**src/hdl/sdas_pkg.sv**
```systemverilog
// Shared types and constants of the step/direction axis simulator.
// Used by every module of the block; depends on nothing else.
package sdas_pkg;

  localparam int NUM_AXES     = 4;
  localparam int POS_WIDTH    = 32;
  localparam int AXIS_W       = $clog2(NUM_AXES);
  localparam int LIMITED_AXES = 3;
  localparam int QUEUE_DEPTH  = 2;
  localparam int IN_TDATA_W   = 8;
  localparam int IN_TUSER_W   = 2;
  localparam int OUT_TDATA_W  = 48;
  localparam int CFG_IDX_W    = 3;
  localparam int CFG_DATA_W   = 32;

  localparam logic [1:0] CMD_STEP = 2'd0;
  localparam logic [1:0] CMD_DIR  = 2'd1;
  localparam logic [1:0] CMD_TICK = 2'd2;

  localparam logic signed [POS_WIDTH-1:0] POS_HI = {1'b0, {(POS_WIDTH-1){1'b1}}};
  localparam logic signed [POS_WIDTH-1:0] POS_LO = {1'b1, {(POS_WIDTH-1){1'b0}}};

  localparam logic [NUM_AXES-1:0] INV_DIR_RESET = NUM_AXES'(4'h4);

  localparam logic signed [POS_WIDTH-1:0] POS_RESET [NUM_AXES] = '{
    POS_WIDTH'(10000), POS_WIDTH'(10000), POS_WIDTH'(1600), POS_WIDTH'(0)
  };
  localparam logic signed [POS_WIDTH-1:0] LO_RESET [LIMITED_AXES] = '{
    POS_WIDTH'(0), POS_WIDTH'(0), POS_WIDTH'(0)
  };
  localparam logic signed [POS_WIDTH-1:0] HI_RESET [LIMITED_AXES] = '{
    POS_WIDTH'(18400), POS_WIDTH'(18300), POS_WIDTH'(74400)
  };

  typedef enum logic [1:0] {
    OP_NOP,
    OP_STEP,
    OP_DIR,
    OP_TICK
  } op_e;

  typedef struct packed {
    op_e               op;
    logic [AXIS_W-1:0] axis;
    logic              level;
  } item_t;

  typedef enum logic [CFG_IDX_W-1:0] {
    CFG_INV_DIR = 3'd0,
    CFG_X_MIN   = 3'd1,
    CFG_X_MAX   = 3'd2,
    CFG_Y_MIN   = 3'd3,
    CFG_Y_MAX   = 3'd4,
    CFG_Z_MIN   = 3'd5,
    CFG_Z_MAX   = 3'd6
  } cfg_idx_e;

endpackage

```
**src/hdl/sdas_front.sv**
```systemverilog
// Front end: takes input items from the stream and classifies each command.
// Depends on sdas_pkg; feeds sdas_queue.
module sdas_front import sdas_pkg::*; (
  input  logic                  s_axis_tvalid,
  output logic                  s_axis_tready,
  input  logic [IN_TDATA_W-1:0] s_axis_tdata,   // axis[1:0], level[2], zero pad
  input  logic [IN_TUSER_W-1:0] s_axis_tuser,   // command[1:0]
  input  logic                  q_full_i,
  output logic                  q_push_o,
  output item_t                 q_item_o
);

  op_e op;

  always_comb begin
    unique case (s_axis_tuser)
      CMD_STEP: op = s_axis_tdata[AXIS_W] ? OP_STEP : OP_NOP;
      CMD_DIR:  op = OP_DIR;
      CMD_TICK: op = OP_TICK;
      default:  op = OP_NOP;
    endcase
  end

  assign s_axis_tready  = !q_full_i;
  assign q_push_o       = s_axis_tvalid && !q_full_i;
  assign q_item_o.op    = op;
  assign q_item_o.axis  = s_axis_tdata[AXIS_W-1:0];
  assign q_item_o.level = s_axis_tdata[AXIS_W];

endmodule

```
**src/hdl/sdas_queue.sv**
```systemverilog
// Short item queue between the front end and the execution stage.
// Depends on sdas_pkg for the item type and depth.
module sdas_queue import sdas_pkg::*; (
  input  logic  clk_i,
  input  logic  rst_ni,
  input  logic  push_i,
  input  item_t item_i,
  output logic  full_o,
  input  logic  pop_i,
  output logic  empty_o,
  output item_t item_o
);

  localparam int PTR_W = (QUEUE_DEPTH > 1) ? $clog2(QUEUE_DEPTH) : 1;
  localparam int CNT_W = $clog2(QUEUE_DEPTH + 1);

  item_t             mem_q [QUEUE_DEPTH];
  logic [PTR_W-1:0]  wr_ptr_q, wr_ptr_d;
  logic [PTR_W-1:0]  rd_ptr_q, rd_ptr_d;
  logic [CNT_W-1:0]  count_q, count_d;

  assign full_o  = (count_q == CNT_W'(QUEUE_DEPTH));
  assign empty_o = (count_q == '0);
  assign item_o  = mem_q[rd_ptr_q];

  always_comb begin
    wr_ptr_d = wr_ptr_q;
    rd_ptr_d = rd_ptr_q;
    count_d  = count_q;
    if (push_i) begin
      wr_ptr_d = (wr_ptr_q == PTR_W'(QUEUE_DEPTH - 1)) ? '0 : wr_ptr_q + 1'b1;
    end
    if (pop_i) begin
      rd_ptr_d = (rd_ptr_q == PTR_W'(QUEUE_DEPTH - 1)) ? '0 : rd_ptr_q + 1'b1;
    end
    if (push_i && !pop_i) begin
      count_d = count_q + 1'b1;
    end else if (pop_i && !push_i) begin
      count_d = count_q - 1'b1;
    end
  end

  always_ff @(posedge clk_i or negedge rst_ni) begin
    if (!rst_ni) begin
      wr_ptr_q <= '0;
      rd_ptr_q <= '0;
      count_q  <= '0;
    end else begin
      wr_ptr_q <= wr_ptr_d;
      rd_ptr_q <= rd_ptr_d;
      count_q  <= count_d;
    end
  end

  always_ff @(posedge clk_i) begin
    if (push_i) begin
      mem_q[wr_ptr_q] <= item_i;
    end
  end

endmodule

```
**src/hdl/sdas_back.sv**
```systemverilog
// Execution stage, fed by sdas_queue: holds axis state and limits, runs one
// item per cycle unless stalled, registers the result. Depends on sdas_pkg.
module sdas_back import sdas_pkg::*; (
  input  logic                   clk_i,
  input  logic                   rst_ni,
  input  logic                   cfg_valid_i,
  output logic                   cfg_ready_o,
  input  logic [CFG_IDX_W-1:0]   cfg_index_i,
  input  logic [CFG_DATA_W-1:0]  cfg_data_i,
  input  logic                   q_empty_i,
  input  item_t                  q_item_i,
  output logic                   q_pop_o,
  output logic                   m_axis_tvalid,
  input  logic                   m_axis_tready,
  output logic [OUT_TDATA_W-1:0] m_axis_tdata
);

  logic [NUM_AXES-1:0]               inv_q;
  logic signed [POS_WIDTH-1:0]       lo_q [LIMITED_AXES];
  logic signed [POS_WIDTH-1:0]       hi_q [LIMITED_AXES];
  logic signed [POS_WIDTH-1:0]       pos_q [NUM_AXES];
  logic signed [POS_WIDTH-1:0]       pos_d [NUM_AXES];
  logic [NUM_AXES-1:0]               dir_q, dir_d;
  logic [NUM_AXES-1:0]               min_q, min_d;
  logic [NUM_AXES-1:0]               max_q, max_d;
  logic                              out_valid_q;
  logic [OUT_TDATA_W-1:0]            out_q, out_d;

  logic signed [POS_WIDTH-1:0]       lo_all [NUM_AXES];
  logic signed [POS_WIDTH-1:0]       hi_all [NUM_AXES];
  logic                              exec;
  logic [AXIS_W-1:0]                 ax;
  logic                              up;
  logic signed [POS_WIDTH:0]         cur_ext;
  logic signed [POS_WIDTH:0]         inc;
  logic signed [POS_WIDTH:0]         dec;
  logic signed [POS_WIDTH-1:0]       step_pos;

  assign cfg_ready_o   = 1'b1;
  assign exec          = !q_empty_i && (!out_valid_q || m_axis_tready);
  assign q_pop_o       = exec;
  assign m_axis_tvalid = out_valid_q;
  assign m_axis_tdata  = out_q;
  assign ax            = q_item_i.axis;

  always_comb begin
    for (int a = 0; a < LIMITED_AXES; a++) begin
      lo_all[a] = lo_q[a];
      hi_all[a] = hi_q[a];
    end
    for (int a = LIMITED_AXES; a < NUM_AXES; a++) begin
      lo_all[a] = POS_LO;
      hi_all[a] = POS_HI;
    end
  end

  always_comb begin
    up       = dir_q[ax] ^ inv_q[ax];
    cur_ext  = (POS_WIDTH+1)'(pos_q[ax]);
    inc      = cur_ext + 2'sb01;
    dec      = cur_ext - 2'sb01;
    if (up) begin
      step_pos = (inc > (POS_WIDTH+1)'(hi_all[ax])) ? hi_all[ax] : inc[POS_WIDTH-1:0];
    end else begin
      step_pos = (dec < (POS_WIDTH+1)'(lo_all[ax])) ? lo_all[ax] : dec[POS_WIDTH-1:0];
    end
  end

  always_comb begin
    pos_d = pos_q;
    dir_d = dir_q;
    min_d = min_q;
    max_d = max_q;
    case (q_item_i.op)
      OP_STEP: begin
        pos_d[ax] = step_pos;
        if (up) begin
          min_d[ax] = 1'b0;
        end else begin
          max_d[ax] = 1'b0;
        end
      end
      OP_DIR: begin
        dir_d[ax] = q_item_i.level;
      end
      OP_TICK: begin
        for (int a = 0; a < LIMITED_AXES; a++) begin
          if (pos_q[a] <= lo_q[a]) begin
            min_d[a] = 1'b1;
          end
          if (pos_q[a] >= hi_q[a]) begin
            max_d[a] = 1'b1;
          end
        end
      end
      default: begin
      end
    endcase
    out_d = '0;
    out_d[POS_WIDTH-1:0]  = pos_d[ax];
    out_d[POS_WIDTH]      = min_d[ax];
    out_d[POS_WIDTH+1]    = max_d[ax];
    out_d[POS_WIDTH+2]    = min_d[ax] | max_d[ax];
    out_d[POS_WIDTH+3 +: 2*NUM_AXES] = {max_d, min_d};
  end

  always_ff @(posedge clk_i or negedge rst_ni) begin
    if (!rst_ni) begin
      inv_q       <= INV_DIR_RESET;
      lo_q        <= LO_RESET;
      hi_q        <= HI_RESET;
      pos_q       <= POS_RESET;
      dir_q       <= '0;
      min_q       <= '0;
      max_q       <= '0;
      out_valid_q <= 1'b0;
    end else begin
      if (cfg_valid_i) begin
        unique case (cfg_idx_e'(cfg_index_i))
          CFG_INV_DIR: inv_q    <= cfg_data_i[NUM_AXES-1:0];
          CFG_X_MIN:   lo_q[0]  <= cfg_data_i;
          CFG_X_MAX:   hi_q[0]  <= cfg_data_i;
          CFG_Y_MIN:   lo_q[1]  <= cfg_data_i;
          CFG_Y_MAX:   hi_q[1]  <= cfg_data_i;
          CFG_Z_MIN:   lo_q[2]  <= cfg_data_i;
          CFG_Z_MAX:   hi_q[2]  <= cfg_data_i;
          default: begin
          end
        endcase
      end
      if (exec) begin
        pos_q       <= pos_d;
        dir_q       <= dir_d;
        min_q       <= min_d;
        max_q       <= max_d;
        out_valid_q <= 1'b1;
      end else if (m_axis_tready) begin
        out_valid_q <= 1'b0;
      end
    end
  end

  always_ff @(posedge clk_i) begin
    if (exec) begin
      out_q <= out_d;
    end
  end

`ifndef ASSERT_OFF
  a_tick_only_sets: assert property (@(posedge clk_i) disable iff (!rst_ni)
    exec && q_item_i.op == OP_TICK |=>
      ((min_q & $past(min_q)) == $past(min_q)) && ((max_q & $past(max_q)) == $past(max_q)))
    else $error("tick cleared an endstop flag");

  a_dir_keeps_pos: assert property (@(posedge clk_i) disable iff (!rst_ni)
    exec && q_item_i.op == OP_DIR |=>
      pos_q[0] == $past(pos_q[0]) && pos_q[1] == $past(pos_q[1]) &&
      pos_q[2] == $past(pos_q[2]) && pos_q[3] == $past(pos_q[3]) &&
      min_q == $past(min_q) && max_q == $past(max_q))
    else $error("direction command changed position or flags");

  a_nop_keeps_state: assert property (@(posedge clk_i) disable iff (!rst_ni)
    exec && q_item_i.op == OP_NOP |=>
      dir_q == $past(dir_q) && min_q == $past(min_q) && max_q == $past(max_q))
    else $error("idle command changed state");

  a_stall_no_pop: assert property (@(posedge clk_i) disable iff (!rst_ni)
    out_valid_q && !m_axis_tready |-> !q_pop_o)
    else $error("item executed while result still waiting");
`endif

endmodule

```
**src/hdl/step_dir_axis_simulator.sv**
```systemverilog
// Top level of the step/direction axis simulator.
// Depends on sdas_pkg, sdas_front, sdas_queue and sdas_back.
//
// Channel   Direction  Payload
// s_axis    in         tuser: command; tdata: axis, level
// m_axis    out        tdata: position, at_min, at_max, diag, flag_byte
// cfg       in         cfg_index_i, cfg_data_i; always ready
//
// One item per cycle unless the output stalls; the execute stage sets the rate.
// Accepted items pass the queue, then execute into the output register.
// Reset clears the queue and output register and loads the reset limits.
// A stalled output holds its result while the two-entry queue keeps accepting
// until it is full, which drops s_axis_tready.
module step_dir_axis_simulator import sdas_pkg::*; (
  input  logic                   clk_i,
  input  logic                   rst_ni,
  input  logic                   s_axis_tvalid,
  output logic                   s_axis_tready,
  input  logic [IN_TDATA_W-1:0]  s_axis_tdata,   // axis[1:0], level[2], zero pad
  input  logic [IN_TUSER_W-1:0]  s_axis_tuser,   // command[1:0]
  output logic                   m_axis_tvalid,
  input  logic                   m_axis_tready,
  // position[31:0], at_min[32], at_max[33], diag[34], flag_byte[42:35], zero pad
  output logic [OUT_TDATA_W-1:0] m_axis_tdata,
  input  logic                   cfg_valid_i,
  output logic                   cfg_ready_o,
  input  logic [CFG_IDX_W-1:0]   cfg_index_i,
  input  logic [CFG_DATA_W-1:0]  cfg_data_i
);

  logic  q_push;
  logic  q_pop;
  logic  q_full;
  logic  q_empty;
  item_t q_in;
  item_t q_out;

  sdas_front u_front (
    .s_axis_tvalid (s_axis_tvalid),
    .s_axis_tready (s_axis_tready),
    .s_axis_tdata  (s_axis_tdata),
    .s_axis_tuser  (s_axis_tuser),
    .q_full_i      (q_full),
    .q_push_o      (q_push),
    .q_item_o      (q_in)
  );

  sdas_queue u_queue (
    .clk_i   (clk_i),
    .rst_ni  (rst_ni),
    .push_i  (q_push),
    .item_i  (q_in),
    .full_o  (q_full),
    .pop_i   (q_pop),
    .empty_o (q_empty),
    .item_o  (q_out)
  );

  sdas_back u_back (
    .clk_i         (clk_i),
    .rst_ni        (rst_ni),
    .cfg_valid_i   (cfg_valid_i),
    .cfg_ready_o   (cfg_ready_o),
    .cfg_index_i   (cfg_index_i),
    .cfg_data_i    (cfg_data_i),
    .q_empty_i     (q_empty),
    .q_item_i      (q_out),
    .q_pop_o       (q_pop),
    .m_axis_tvalid (m_axis_tvalid),
    .m_axis_tready (m_axis_tready),
    .m_axis_tdata  (m_axis_tdata)
  );

endmodule

```
**config.mk**
```make
export PLATFORM = sky130hd
export DESIGN_NAME = step_dir_axis_simulator
export DESIGN_NICKNAME = d
export VERILOG_FILES = /design/src/hdl/sdas_pkg.sv /design/src/hdl/sdas_front.sv /design/src/hdl/sdas_queue.sv /design/src/hdl/sdas_back.sv /design/src/hdl/step_dir_axis_simulator.sv
export SDC_FILE = /design/constraint.sdc
export NUM_CORES = 1
export LEC_CHECK = 0
export ABC_AREA = 0
export ABC_CLOCK_PERIOD_IN_PS = 10600
export BUFFER_PORTS_ARGS = -buffer_cell sky130_fd_sc_hd__buf_2
export CELL_PAD_IN_SITES_DETAIL_PLACEMENT = 1
export CELL_PAD_IN_SITES_GLOBAL_PLACEMENT = 2
export CORE_AREA = 2 2 245 247
export DETAILED_ROUTE_END_ITERATION = 7
export DIE_AREA = 0 0 247 249
export GPL_ROUTABILITY_DRIVEN = 0
export PLACE_DENSITY_LB_ADDON = 0.1
export SYNTH_ARGS = -nofsm -noshare
export SYNTH_HDL_FRONTEND = slang
export SYNTH_HIERARCHICAL = 1
export SYNTH_SLANG_ARGS = --single-unit
```
**constraint.sdc**
```tcl
create_clock -name clk_i -period 10.6 [get_ports clk_i]
set_clock_uncertainty 0.1 [all_clocks]
set_input_delay 1.06 -clock clk_i [delete_from_list [all_inputs] [get_ports clk_i]]
set_output_delay 1.06 -clock clk_i [all_outputs]
set_load 0.005 [all_outputs]
```
# == After elaboration in Yosys (flattened, before gate mapping) ==
# Memory sizes are Yosys's and may differ from the RTL's.
# Cells that the tools add are included.
# word_totals
reg_bits,384
latch_bits,0
ramBits,10
romBits,0
in_bits,50
out_inout_bits,51
wordCells,133
mem_count,1
# mem_list
name,depth,word_bits,rd,rd_ports_with_merged_regs,wr,line_no,source
u_queue.mem_q,2,5,1,0,1,sdas_queue.sv:17,item_t mem_q [QUEUE_DEPTH];
# classes
n_addsub,6
multipliers,0
div,0
order_cmp,12
n_eq_ne,12
n_shift,0
mux,52
bitwise,6
reduce_logical,25
# ops
op,n
32-bit 2-to-1 mux,12
32-bit binary-select mux with 2-bit select,4
128-bit bitwise mux,1
128-bit 2-to-1 mux,1
32-bit >= comparator,3
32-bit <= comparator,3
32-bit demux with 2-bit select,1
32-bit by 2-bit adder with 33-bit output (second input constant),1
33-bit by 32-bit greater-than comparator with 1-bit output,1
33-bit by 32-bit less-than comparator with 1-bit output,1
32-bit by 2-bit subtractor with 33-bit output (second input constant),1
1-bit 2-to-1 mux,20
2-bit AND reduction,8
3-bit one-hot mux with 2 select lines,2
3-bit equality test (second input constant),3
4-bit AND,2
1-bit binary-select mux with 2-bit select,4
2-bit equality test (second input constant),4
4-bit 2-to-1 mux,2
3-bit by 2-bit equality test with 1-bit output (second input constant),2
1-bit logical AND,6
2-bit one-hot mux with 3 select lines,1
1-bit zero test,5
4-bit bitwise mux,1
19 further kinds,24

# == Depth between registers and ports, before layout ==
# An unclocked memory read counts as a cell.
# logic_depth
ltp_word,14
ltp_mapped,25
mapped_depth_nobuf,20

# == Hierarchy ==
# Netlist, hierarchy kept.
# by_module_without_submodules
mod,instances,cells_per_inst,area_per_inst_um2,seq_area_each_um2
sdas_back,1,2576,25129.1,9768.1
sdas_queue,1,32,556.8,400.4
sdas_front,1,10,68.8,0.0

# == Least setup slack after synthesis ==
# OpenSTA, ideal clock, no wires.
# synth_path
path_type,register to register
from,register u_queue.rd_ptr_q
to,"register u_back.out_q[3] (netlist: u_back/m_axis_tdata[3]), data pin"
setup_ps,254
t_arrival_ps,5451
required_time_ps,10246
setup_slack_ps,4795
path_stages_with_launch,24
path_buffers,7
period_less_slack_ps,5805
path_cell_list,dfrtp_1 buf_6 mux2_2 buf_6 buf_6 buf_2 mux4_2 buf_2 nor4_1 nand2_1 nor4_1 xor2_1 ha_1 and3_1 nand4_1 nor2_1 a2111oi_0 o211ai_1 a31o_2 or2_2 clkbuf_1 buf_1 a311o_1 a21o_1
# synth_rtl
item,line_no,source
"start, declared",sdas_queue.sv:19,"logic [PTR_W-1:0] rd_ptr_q, rd_ptr_d;"
"start signal, assigned",sdas_queue.sv:50,rd_ptr_q <= rd_ptr_d;
"end signal, assigned",sdas_back.sv:145,out_q <= out_d;
"end, declared",sdas_back.sv:27,"logic [OUT_TDATA_W-1:0] out_q, out_d;"

==> impl_metrics.json <==
{
  "cp_max_fo": 41,
  "slew_headroom_pct": 26.3,
  "met2_length_um": 41200,
  "netlist_area_sq_um": 25800,
  "dp.cells": 3395,
  "worstPathArrival_ps": 7900,
  "syn_avg_cell_area_sq_um": 9.84,
  "synthFlopType": "dfrtp_1",
  "vdd_ir_drop_max_mv": 0.307,
  "synthTopCellsByArea": "dfrtp_1 30%, ha_1 13%, mux2_2 9.2%",
  "min_path_type": "input port to async pin",
  "clock-root-buffer": "clkbuf_16",
  "wl_per_cell_um": 26.5,
  "drt_wl_total_um": 92300,
  "layout_min_cycle_time_ps": 7720,
  "critPathLaunchType": "register",
  "final_cell_area_sq_um": 28700,
  "p_leak_nw": 12.9,
  "end_kind": "register",
  "yosysTopAreaCellShare_pct": 29.7,
  "critPathTopFamily": "simple AND/OR/NAND/NOR gates",
  "worstSkewPairLatency_ps": 600,
  "clk_pin_slew_ps": 60,
  "ant_nets": 0,
  "grt_pass1_wl_um": 139000,
  "critPathKind": "register to register",
  "vias": 20747,
  "grt_setup_unrepaired": "false",
  "die_area_sq_um": 61500,
  "htree_levels": 2,
  "tightest_slew_ps": 1110,
  "yosysTopAreaCell": "dfrtp_1",
  "setup_viol": 0,
  "numCtsBuffers": 50,
  "placed_area_sq_um": 27000,
  "clock.fmax_mhz": 129,
  "crit_path_top_delay_cell": "mux2_4",
  "design.core.area_sq_um": 58700,
  "nFillCells": 6572,
  "start_util_pct": 43.9,
  "drive_above_1_share_pct": 19.5,
  "highest-signal-layer": "met4",
  "yosysSeqAreaShare_pct": 39.5,
  "clock_path_buffers": 3,
  "cts.hold.buffers_added": 0,
  "p_per_area_nw_per_um2": 370,
  "rows": 89,
  "tns_ps": 0,
  "grt.total_usage_pct": 30.3,
  "vias_per_cell": 5.95,
  "clock-sinks": 394,
  "yosysMostFrequentCell": "dfrtp_1",
  "cp_slowest_stage_delay_ps": 680,
  "die_h_um": 249,
  "holdWs_ps": 349,
  "cts_setup_buffers": 0,
  "met3WireLength_um": 4530,
  "antenna_found_initial": 2,
  "area_growth_pct": 11.5,
  "async_flop_share_pct": 86.5,
  "syn-instance-count": 2618,
  "drv_slew": 0,
  "cts.repair.resized": 0,
  "wl_met1_um": 43600,
  "first_global_vias": 21693,
  "finalNonFillerCells": 3488,
  "drv_cap": 0,
  "synth_common_cells": "306 x dfrtp_1, 261 x ha_1, 252 x nand2_1, 239 x inv_1, 214 x o21ai_0",
  "final_nets": 2985,
  "grt.overflow.total": 0,
  "cts_tree": "built",
  "finalCritPeriodShare_pct": 72.9,
  "grt_max_degree": 113,
  "io_buffers": 89,
  "dr.pass1.iters": 5,
  "cp_cell_sequence": "mux2_4 -> buf_4 -> mux4_2 -> or2_2 -> nor4_4 -> nand2_4 -> nor4_1 -> xor2_1 -> ha_1 -> nand4_1 -> nor2_1 -> o31a_1 -> a31o_2 -> or2_2 -> buf_4 -> mux2_2 -> a21oi_1 -> o211ai_1",
  "outcome": "complete, no violations",
  "cp_num_buf_inv": 2,
  "drc": 0,
  "die_w_um": 247,
  "ys_ff_latch": 394,
  "crit_required_ps": 10780,
  "io_pins": 101,
  "hpwl_um": 68200,
  "ys_types": 75,
  "synth-edff-count": 53,
  "drt_iter0_drc": 1610,
  "hold_violations": 0,
  "yosys_warnings": 6
}
sequential cells by signal (all words and copies together) (netlist names):
register              cells
u_back/dir_q              4
u_back/m_axis_tdata      43
u_back/inv_q              4
u_queue/count_q           2
u_back/lo_all            96
u_queue/mem_q            10
u_back/m_axis_tvalid      1
u_back/hi_all            96
u_back/min_q              4
u_queue/wr_ptr_q          1
u_back/pos_q            128
u_back/max_q              4
u_queue/rd_ptr_q          1
logic make-up after synthesis:
kind of cell,count (synthesis),share of synthesized area [%]
xor gates and xnor gates,64,2.21
and+or+nand+nor,624,11.3
muxes,318,15.1
AOI/OAI and AO/OA,589,13.6
buffers and inverters,366,5.65
adders and majority gates,261,12.7
other,2,0.0292
DFF,394,39.5
report_power, final:
group	total [mW]	internal [mW]	switching (mW)
Clock	1.77	1.07	0.707
Combinational	6.28	2.30	3.98
Sequential	2.58	2.12	0.464
Total	10.6	5.49	5.15
worst paths after layout:
path / startpoint / endpoint / slack (ps) / cells after the start
max in group asynchronous: rst_ni / u_back/hi_all[50] / 7980 / 3
setup / recovery: u_queue/rd_ptr_q / u_back/m_axis_tdata[18] / 2880 / 18
hold reg to reg: u_back/min_q[3] / u_back/min_q[3] / 380 / 1
setup reg to reg: u_queue/rd_ptr_q / u_back/m_axis_tdata[18] / 2880 / 18
hold / removal: rst_ni / u_back/lo_all[100] / 350 / 1
min in group clk_i: u_back/min_q[3] / u_back/min_q[3] / 380 / 1
worst reg2reg max path: stages (launching register included):
cell,delay (ps)
dfrtp_1,500
mux2_4,680
buf_4,700
mux4_2,690
or2_2,380
nor4_4,380
nand2_4,170
nor4_1,420
xor2_1,170
ha_1,360
nand4_1,120
nor2_1,280
o31a_1,190
a31o_2,380
or2_2,440
buf_4,400
mux2_2,400
a21oi_1,460
o211ai_1,200
cell type report:
cell class	count	area, sq um	share of cell area, %
Antenna cell	1	2.50	0.00872
Clock buffer	63	1340	4.67
Clock inverter	29	337	1.17
Inverter	239	897	3.13
Multi-Input combinational cell	1862	14200	49.6
Sequential cell	394	10200	35.4
Tap cell	773	967	3.37
Timing Repair Buffer	127	753	2.62
per-stage QoR:
step	util [%]	power (mW)	setup slack [ps]
after CTS	48.9	10.6	2910
after floorplan	-	6.53	4790
after global placement	46.1	8.53	3030
final	48.9	10.6	2880
after detailed placement	46.1	8.74	3000
after global routing	48.9	11.4	2530
metal layers:
metal	vias to the layer above	global-route usage, %
met3	142	3.75
met5	-	0
met4	0	9.55
met2	538	47.0
met1	10609	43.9
li1	9458	-
cell usage in the layout (no fill, tap or decap), types with 8 or more instances in the layout:
cell type / n
or2_2: 11
mux4_2: 34
xor2_1: 29
nand3_1: 41
xnor2_1: 33
nor4_1: 12
inv_1: 238
a211oi_1: 23
dfrtp_1: 306
buf_2: 88
a22oi_1: 42
nand2_1: 251
and3_1: 15
nand2b_1: 8
clkinv_2: 8
a21oi_1: 163
nor2_1: 136
or3_1: 13
o21ai_0: 214
edfxtp_1: 53
o21a_1: 12
mux2i_1: 70
nor3_1: 34
o22ai_1: 32
buf_4: 37
clkbuf_1: 10
nor2b_1: 12
ha_1: 261
a21o_1: 23
nand4_1: 46
dfstp_2: 35
o211ai_1: 23
clkbuf_16: 51
mux2_2: 208
Power figures use the tool's default switching activity.
